### src/rtl/dms_pkg.sv
package dms_pkg;

  // Longest list that is compared; later positions are ignored.
  localparam int MAX_MODES = 64;
  // Position counter holds the value MAX_MODES itself when it saturates.
  localparam int POS_W     = $clog2(MAX_MODES + 1);
  localparam int IDX_W     = 6;
  localparam int DIM_W     = 16;
  localparam int DIST_W    = 2 * DIM_W + 1;
  localparam int CFG_IDX_W = 2;

  localparam logic [CFG_IDX_W-1:0] REG_FB_WIDTH  = CFG_IDX_W'(0);
  localparam logic [CFG_IDX_W-1:0] REG_FB_HEIGHT = CFG_IDX_W'(1);

  localparam logic [DIST_W-1:0] DIST_ONES = {DIST_W{1'b1}};

  typedef struct packed {
    logic [DIM_W-1:0] mode_width;
    logic [DIM_W-1:0] mode_height;
    logic             last_mode;
  } dms_in_t;

  typedef struct packed {
    logic             exact_found;
    logic [IDX_W-1:0] exact_index;
    logic             fallback_found;
    logic [IDX_W-1:0] fallback_index;
    logic [DIM_W-1:0] fallback_width;
    logic [DIM_W-1:0] fallback_height;
    logic             cropped_found;
    logic [IDX_W-1:0] cropped_index;
  } dms_out_t;

  // Comparison of one mode against the framebuffer size.
  typedef struct packed {
    logic              is_exact;
    logic              is_larger;
    logic              fits;
    logic [DIST_W-1:0] sq_dist;
  } dms_eval_t;

endpackage

### src/rtl/display_mode_selector.sv
// Display mode selector. Candidate display modes arrive one per input
// transaction and are checked against the framebuffer size held in the two
// configuration registers (index 0 width, index 1 height; cfg_ready is always
// high and a write to any other index is ignored). Over one list the block
// keeps the first exact match, a fallback (the latest mode larger in both
// dimensions, otherwise the mode of smallest squared size distance, ties
// kept by the earlier mode, frozen once an exact match is seen) and the first
// mode that fits within the framebuffer. The transaction flagged last_mode
// produces one result transaction and the list state then clears, so the
// next transaction starts a new list. Only the first MAX_MODES positions of
// a list are compared. The block takes one mode per clock cycle unless a
// last mode waits on a full output register. The single evaluation stage
// between the input and output registers forms two 16x16 squares, their
// 33-bit sum and the compare against the running best combinationally.
// Registers should be written only between lists.
module display_mode_selector import dms_pkg::*; (
  input  logic                 clk,
  input  logic                 rst_n,

  input  logic                 in_valid,
  output logic                 in_ready,
  input  dms_in_t              in_data,

  output logic                 out_valid,
  input  logic                 out_ready,
  output dms_out_t             out_data,

  input  logic                 cfg_valid,
  output logic                 cfg_ready,
  input  logic [CFG_IDX_W-1:0] cfg_index,
  input  logic [DIM_W-1:0]     cfg_data
);

  // Configuration registers.
  logic [DIM_W-1:0] fb_width_r;
  logic [DIM_W-1:0] fb_height_r;

  // Input register: the mode under evaluation.
  logic    s1_valid_r;
  dms_in_t s1_r;

  // Per-list state and its next values.
  logic [POS_W-1:0]  pos_r,         pos_nxt;
  logic              exact_hit_r,   exact_hit_nxt;
  logic [IDX_W-1:0]  exact_pos_r,   exact_pos_nxt;
  logic              best_valid_r,  best_valid_nxt;
  logic [IDX_W-1:0]  best_pos_r,    best_pos_nxt;
  logic [DIM_W-1:0]  best_w_r,      best_w_nxt;
  logic [DIM_W-1:0]  best_h_r,      best_h_nxt;
  logic [DIST_W-1:0] best_dist_r,   best_dist_nxt;
  logic              fit_hit_r,     fit_hit_nxt;
  logic [IDX_W-1:0]  fit_pos_r,     fit_pos_nxt;

  // Output register.
  logic     out_valid_r;
  dms_out_t out_data_r;
  dms_out_t res;

  dms_eval_t ev;
  logic      s1_adv;
  logic      s1_fire;
  logic      in_fire;
  logic      in_range;
  logic [IDX_W-1:0] cur_idx;

  assign cfg_ready = 1'b1;

  // The evaluation stage only stalls when it holds a last mode whose result
  // cannot yet be placed in the output register. Any other mode moves on, so
  // input transactions keep flowing while a result waits to be taken.
  assign s1_adv   = !s1_valid_r || !s1_r.last_mode || !out_valid_r || out_ready;
  assign s1_fire  = s1_valid_r && s1_adv;
  assign in_ready = s1_adv;
  assign in_fire  = in_valid && in_ready;

  assign out_valid = out_valid_r;
  assign out_data  = out_data_r;

  assign in_range = (pos_r < POS_W'(MAX_MODES));
  assign cur_idx  = IDX_W'(pos_r);

  dms_eval u_eval (
    .mode_width  (s1_r.mode_width),
    .mode_height (s1_r.mode_height),
    .fb_width    (fb_width_r),
    .fb_height   (fb_height_r),
    .eval        (ev)
  );

  always_comb begin
    pos_nxt        = pos_r;
    exact_hit_nxt  = exact_hit_r;
    exact_pos_nxt  = exact_pos_r;
    best_valid_nxt = best_valid_r;
    best_pos_nxt   = best_pos_r;
    best_w_nxt     = best_w_r;
    best_h_nxt     = best_h_r;
    best_dist_nxt  = best_dist_r;
    fit_hit_nxt    = fit_hit_r;
    fit_pos_nxt    = fit_pos_r;

    if (s1_fire && in_range) begin
      // Once an exact match is held the fallback no longer moves.
      if (!exact_hit_r) begin
        if (ev.is_exact) begin
          exact_hit_nxt = 1'b1;
          exact_pos_nxt = cur_idx;
        end else if (ev.is_larger || (ev.sq_dist < best_dist_r)) begin
          // A mode larger in both dimensions wins outright and pins the best
          // distance at zero, so only another larger mode can replace it.
          best_valid_nxt = 1'b1;
          best_pos_nxt   = cur_idx;
          best_w_nxt     = s1_r.mode_width;
          best_h_nxt     = s1_r.mode_height;
          best_dist_nxt  = ev.is_larger ? '0 : ev.sq_dist;
        end
      end
      if (!fit_hit_r && ev.fits) begin
        fit_hit_nxt = 1'b1;
        fit_pos_nxt = cur_idx;
      end
      pos_nxt = pos_r + POS_W'(1);
    end

    // The result reflects the list including the last mode itself; fields of
    // a choice that was never made read as zero.
    res.exact_found     = exact_hit_nxt;
    res.exact_index     = exact_hit_nxt  ? exact_pos_nxt : '0;
    res.fallback_found  = best_valid_nxt;
    res.fallback_index  = best_valid_nxt ? best_pos_nxt  : '0;
    res.fallback_width  = best_valid_nxt ? best_w_nxt    : '0;
    res.fallback_height = best_valid_nxt ? best_h_nxt    : '0;
    res.cropped_found   = fit_hit_nxt;
    res.cropped_index   = fit_hit_nxt    ? fit_pos_nxt   : '0;

    if (s1_fire && s1_r.last_mode) begin
      pos_nxt        = '0;
      exact_hit_nxt  = 1'b0;
      exact_pos_nxt  = '0;
      best_valid_nxt = 1'b0;
      best_pos_nxt   = '0;
      best_w_nxt     = '0;
      best_h_nxt     = '0;
      best_dist_nxt  = DIST_ONES;
      fit_hit_nxt    = 1'b0;
      fit_pos_nxt    = '0;
    end
  end

  always_ff @(posedge clk) begin
    if (!rst_n) begin
      fb_width_r   <= '0;
      fb_height_r  <= '0;
      s1_valid_r   <= 1'b0;
      out_valid_r  <= 1'b0;
      pos_r        <= '0;
      exact_hit_r  <= 1'b0;
      exact_pos_r  <= '0;
      best_valid_r <= 1'b0;
      best_pos_r   <= '0;
      best_w_r     <= '0;
      best_h_r     <= '0;
      best_dist_r  <= DIST_ONES;
      fit_hit_r    <= 1'b0;
      fit_pos_r    <= '0;
    end else begin
      if (cfg_valid) begin
        unique case (cfg_index)
          REG_FB_WIDTH:  fb_width_r  <= cfg_data;
          REG_FB_HEIGHT: fb_height_r <= cfg_data;
          default:       ;
        endcase
      end

      if (in_fire) begin
        s1_valid_r <= 1'b1;
      end else if (s1_fire) begin
        s1_valid_r <= 1'b0;
      end

      if (s1_fire && s1_r.last_mode) begin
        out_valid_r <= 1'b1;
      end else if (out_ready) begin
        out_valid_r <= 1'b0;
      end

      pos_r        <= pos_nxt;
      exact_hit_r  <= exact_hit_nxt;
      exact_pos_r  <= exact_pos_nxt;
      best_valid_r <= best_valid_nxt;
      best_pos_r   <= best_pos_nxt;
      best_w_r     <= best_w_nxt;
      best_h_r     <= best_h_nxt;
      best_dist_r  <= best_dist_nxt;
      fit_hit_r    <= fit_hit_nxt;
      fit_pos_r    <= fit_pos_nxt;
    end
  end

  // Payload registers carry no reset.
  always_ff @(posedge clk) begin
    if (in_fire) begin
      s1_r <= in_data;
    end
    if (s1_fire && s1_r.last_mode) begin
      out_data_r <= res;
    end
  end

  // The position counter saturates at the list limit.
  a_pos_bound: assert property (@(posedge clk) disable iff (!rst_n)
    pos_r <= POS_W'(MAX_MODES))
    else $error("position counter beyond list limit");

  // A finished list leaves clean state behind for the next one.
  a_list_clear: assert property (@(posedge clk) disable iff (!rst_n)
    (s1_fire && s1_r.last_mode) |=>
      (pos_r == '0) && !exact_hit_r && !best_valid_r && !fit_hit_r &&
      (best_dist_r == DIST_ONES))
    else $error("list state not cleared after last mode");

  // A result without a fallback carries zero fallback fields.
  a_no_fallback_zero: assert property (@(posedge clk) disable iff (!rst_n)
    (out_valid_r && !out_data_r.fallback_found) |->
      (out_data_r.fallback_index == '0) && (out_data_r.fallback_width == '0) &&
      (out_data_r.fallback_height == '0))
    else $error("fallback fields set without a fallback");

  // A larger mode compared before any exact match, other than a last mode, leaves a zero best distance.
  a_larger_pins: assert property (@(posedge clk) disable iff (!rst_n)
    (s1_fire && in_range && !exact_hit_r && ev.is_larger && !s1_r.last_mode) |=>
      best_valid_r && (best_dist_r == '0))
    else $error("larger mode did not become the fallback");

endmodule

### src/rtl/dms_eval.sv
module dms_eval import dms_pkg::*; (
  input  logic [DIM_W-1:0] mode_width,
  input  logic [DIM_W-1:0] mode_height,
  input  logic [DIM_W-1:0] fb_width,
  input  logic [DIM_W-1:0] fb_height,
  output dms_eval_t        eval
);

  logic [DIM_W-1:0]   dw;
  logic [DIM_W-1:0]   dh;
  logic [2*DIM_W-1:0] dw_sq;
  logic [2*DIM_W-1:0] dh_sq;

  // Absolute differences always fit in the field width.
  assign dw = (mode_width  > fb_width)  ? mode_width  - fb_width  : fb_width  - mode_width;
  assign dh = (mode_height > fb_height) ? mode_height - fb_height : fb_height - mode_height;

  assign dw_sq = (2*DIM_W)'(dw) * (2*DIM_W)'(dw);
  assign dh_sq = (2*DIM_W)'(dh) * (2*DIM_W)'(dh);

  always_comb begin
    eval.is_exact  = (mode_width == fb_width) && (mode_height == fb_height);
    eval.is_larger = (mode_width > fb_width) && (mode_height > fb_height);
    eval.fits      = (mode_width <= fb_width) && (mode_height <= fb_height);
    eval.sq_dist   = DIST_W'(dw_sq) + DIST_W'(dh_sq);
  end

endmodule

### config.mk
export PLATFORM = sky130hd
export DESIGN_NAME = display_mode_selector
export DESIGN_NICKNAME = d
export VERILOG_FILES = /design/src/rtl/dms_pkg.sv /design/src/rtl/display_mode_selector.sv /design/src/rtl/dms_eval.sv
export SDC_FILE = /design/constraint.sdc
export NUM_CORES = 2
export LEC_CHECK = 0
export BUFFER_PORTS_ARGS = -buffer_cell sky130_fd_sc_hd__buf_4
export CORE_MARGIN = 4
export CORE_UTILIZATION = 30
export CTS_BUF_LIST = sky130_fd_sc_hd__clkbuf_2 sky130_fd_sc_hd__clkbuf_4 sky130_fd_sc_hd__clkbuf_8
export CTS_CLUSTER_SIZE = 14
export DETAILED_ROUTE_END_ITERATION = 6
export SLEW_MARGIN = 20
export SYNTH_ARGS = -nofsm -noshare
export SYNTH_HDL_FRONTEND = slang
export SYNTH_SLANG_ARGS = --single-unit
### constraint.sdc
create_clock -name clk -period 16.3 [get_ports clk]
set_clock_uncertainty 0.05 [all_clocks]
set_input_delay 3.26 -clock clk [delete_from_list [all_inputs] [get_ports clk]]
set_output_delay 3.26 -clock clk [all_outputs]
set_load 0.005 [all_outputs]
==> run summary <==
STA
• 0.846 — final worst-path cycle share
• no — RSZ-0062 raised after global routing
• 0 — hold violation total from the final report
• 0 — final setup violation count
• 0 ps — summed negative setup slack over all endpoints
• 13790 ps — minimum clock period after layout
• 0 — max-slew violation count
• 1040 ps — Least-Margin Pin Slew
• 0.0725 GHz — maximum operating frequency
• 0.298 — tightest slew margin relative to the limit

Yosys
• 9.54 um^2 — syn avg cell area
• 213 — Synth Register Bits
• 0.195 — sequential share of the synthesized area
• 0 — Async S/R FF share, synth
• 84 — number of unique standard cell types used by synthesis
• 26300 um^2 — area of the mapped netlist
• sky130_fd_sc_hd__fa_1 — largest area contributor in the netlist
• 86 — EDFF count, synth
• 0 — count of synthesis-stage warnings from yosys
• sky130_fd_sc_hd__dfxtp_1 — main flop type after synthesis
• 0.299 — proportion of netlist area held by the largest area contributor
• 3488 — syn nets
• 2754 — cell count after synthesis
• sky130_fd_sc_hd__fa_1, sky130_fd_sc_hd__ha_1, sky130_fd_sc_hd__edfxtp_1 — leading cell types by total area after synthesis

Floorplan
• 86900 um^2 — core region area
• 92400 um^2 — total die area
• 112 — number of top-level pins
• 304 um — Die Width
• 108 — Placement Rows
• 304 um — height of the chip
• 0.302 — starting density of the core

Clocking
• 0 — post-cts gate resize count
• 60 ps — CTS clk-pin slew, worst paths
• 3 — maximum buffer depth of the clock tree
• 0 — CTS Hold Bufs
• 213 — clk sinks
• built — CTS tree
• 610 ps — Clk Latency, worst-skew pair
• 0 — Setup Fix Bufs, Post-CTS
• 41 — TritonCTS Buffers
• 2 — CTS H-Tree Depth
• sky130_fd_sc_hd__clkbuf_8 — Root Buffer Master

Global routing
• 0.142 — Global Route Usage Sum
• 0 — overall overflow remaining after global route
• 0.188 — met1 capacity usage during global routing
• met2 — gr busiest metal
• 19800 — via count of the first global-routing pass
• 0 — antenna violations before repair
• 0.248 — met2 routing resource usage after global routing
• 80 — largest net degree at the start of global routing
• 0.0194 — global-route track usage on met3
• 106000 um — global-route wire length before repair

Setup path
• 37 — biggest fanout along the worst timing path
• 14170 ps — Arr. time, crit path
• 790 ps — Slowest Stage Delay on Critical Path
• register — kind of capture point of the worst setup path
• 44 — cells on worst reg2reg path
• best_h_r[10]$_SDFF_PP0_ — capturing point of the worst reg2reg path
• sky130_fd_sc_hd__xor2_1 — crit path max-delay cell type
• 2510 ps — setup slack of the worst register-to-register path
• sky130_fd_sc_hd__fa_1 — Most common cell on crit path
• register to register — category of the most critical setup path
• register — critical path launch point type
• 16680 ps — CP Data Required Time
• s1_r[12]$_DFFE_PP_ — launch instance of the worst register-to-register path

Finish
• 11.4% — Area Growth Syn to Fin
• 0 — Antenna Diode Count
• 4024 — post-route non-filler standard cell count
• 0.101 — share of layout cells above drive strength 1
• 3572 — number of nets in the final layout

Detailed routing
• 4.68 — number of vias per cell after detailed routing
• 16.3 um — Routed wire per std cell
• 0 — Remaining DRCs
• 18800 — DR vias
• 1042 — DRT iter0 DRCs
• 0 — Final ANT Viol Nets
• 7 — first-pass iteration count of the detailed router
• 65400 um — aggregate routed wire length

Place
• 3950 — cell count after placement
• 110 — quantity of I/O buffers inserted on ports
• 53200 um — HPWL Detailed
• 0.860 — placer's final routability congestion estimate

Worst hold path
• register to register — Tightest Hold Check Type
• 2 — worst hold path stage count
• fb_height_r[15]$_SDFFE_PN0P_ — hold_sp
• fb_height_r[15]$_SDFFE_PN0P_ — end of the worst hold path

Status
• finished clean — result of the run

Flow run
• 0 — total of max-cap violations

## sequential cells by signal, indices dropped and copies added (netlist names)
name,flops
out_data,53
best_dist_r,33
s1_r,33
best_h_r,16
best_w_r,16
fb_height_r,16
fb_width_r,16
pos_r,7
best_pos_r,6
exact_pos_r,6
fit_pos_r,6
best_valid_r,1
exact_hit_r,1
fit_hit_r,1
out_valid,1
s1_valid_r,1
## area by class of cell
| class | count | area (um^2) |
|---|---|---|
| multi-input combinational | 1830 | 18500 |
| clock inverter | 12 | 119 |
| sequential | 213 | 5120 |
| timing repair buffer | 145 | 1090 |
| clock buffer | 62 | 759 |
| tap | 1155 | 1450 |
| fill | 8962 | 57600 |
| inverter | 607 | 2280 |
## worst max-delay path: cells and delay by family, from the launching register on
kind	cells	cell delay, ps
buffers and inverters	7	1230
AO/OA/AOI/OAI	14	3760
AND/OR/NAND/NOR	8	1330
multiplexers	2	700
flip-flops	1	440
adder cells (fa/ha/maj)	11	5060
XOR/XNOR	2	950
## kinds of logic (layout without fill, tap and decap cells)
kind of cell,after synthesis,in the layout,share of synthesized area
fa+ha+maj,678,678,0.435
other cells,1,1,0.000143
xor+xnor,73,73,0.0269
simple gates,637,637,0.108
buf+inv,711,826,0.105
mux,75,75,0.0290
compound gates,366,366,0.101
flops,213,213,0.195
## layer usage
layer  wire length, um  up-vias
li1                  -     8904
met1             28600     9383
met2             32400      465
met3              3200       75
met4              1220        0
met5                 0        -
## cells in the final DEF (no fill, tap or decap), types with 47 or more instances in the layout
| cell | instances |
|---|---|
| sky130_fd_sc_hd__a21oi_1 | 68 |
| sky130_fd_sc_hd__buf_4 | 145 |
| sky130_fd_sc_hd__dfxtp_1 | 127 |
| sky130_fd_sc_hd__edfxtp_1 | 86 |
| sky130_fd_sc_hd__ha_1 | 286 |
| sky130_fd_sc_hd__inv_1 | 598 |
| sky130_fd_sc_hd__clkbuf_8 | 47 |
| sky130_fd_sc_hd__nand2_1 | 169 |
| sky130_fd_sc_hd__fa_1 | 392 |
| sky130_fd_sc_hd__mux2i_1 | 68 |
| sky130_fd_sc_hd__nor2_1 | 282 |
## how the worst max path moves through the flow
stage,from,endpoint,cells after the start
after global placement,s1_r[12]$_DFFE_PP_,best_h_r[12]$_SDFF_PP0_,44
after floorplan,s1_r[17]$_DFFE_PP_,out_data[22]$_SDFFCE_PN0P_,48
after detailed placement,s1_r[12]$_DFFE_PP_,best_w_r[1]$_SDFF_PP0_,44
after global routing,s1_r[12]$_DFFE_PP_,best_w_r[15]$_SDFF_PP0_,44
after CTS,s1_r[12]$_DFFE_PP_,best_h_r[10]$_SDFF_PP0_,44
final,s1_r[12]$_DFFE_PP_,best_h_r[10]$_SDFF_PP0_,44
## Yosys cell counts, drive strengths merged, types with 40 or more instances
library cell,n
a21o,40
a21oi,71
a22o,44
buf,52
clkbuf,52
dfxtp,127
edfxtp,86
fa,392
ha,286
inv,604
mux2i,68
nand2,170
nand3,40
nor2,283
o21ai,40
xnor2,44
## per-stage QoR
stage               hold slack [ps]  worst slack (ps)  instance area (um^2)  utilization
global placement                406              2830                 28400        0.327
global route                    452              1660                 29300        0.337
CTS                             433              2570                 29300        0.337
detailed placement              418              2620                 28400        0.327
finish                          433              2510                 29300        0.337
floorplan                       377              4900                 26300            -
Power is left out: the tool's default activity adds up to more than one toggle a clock period on the data nets, which glitch-free logic cannot reach.
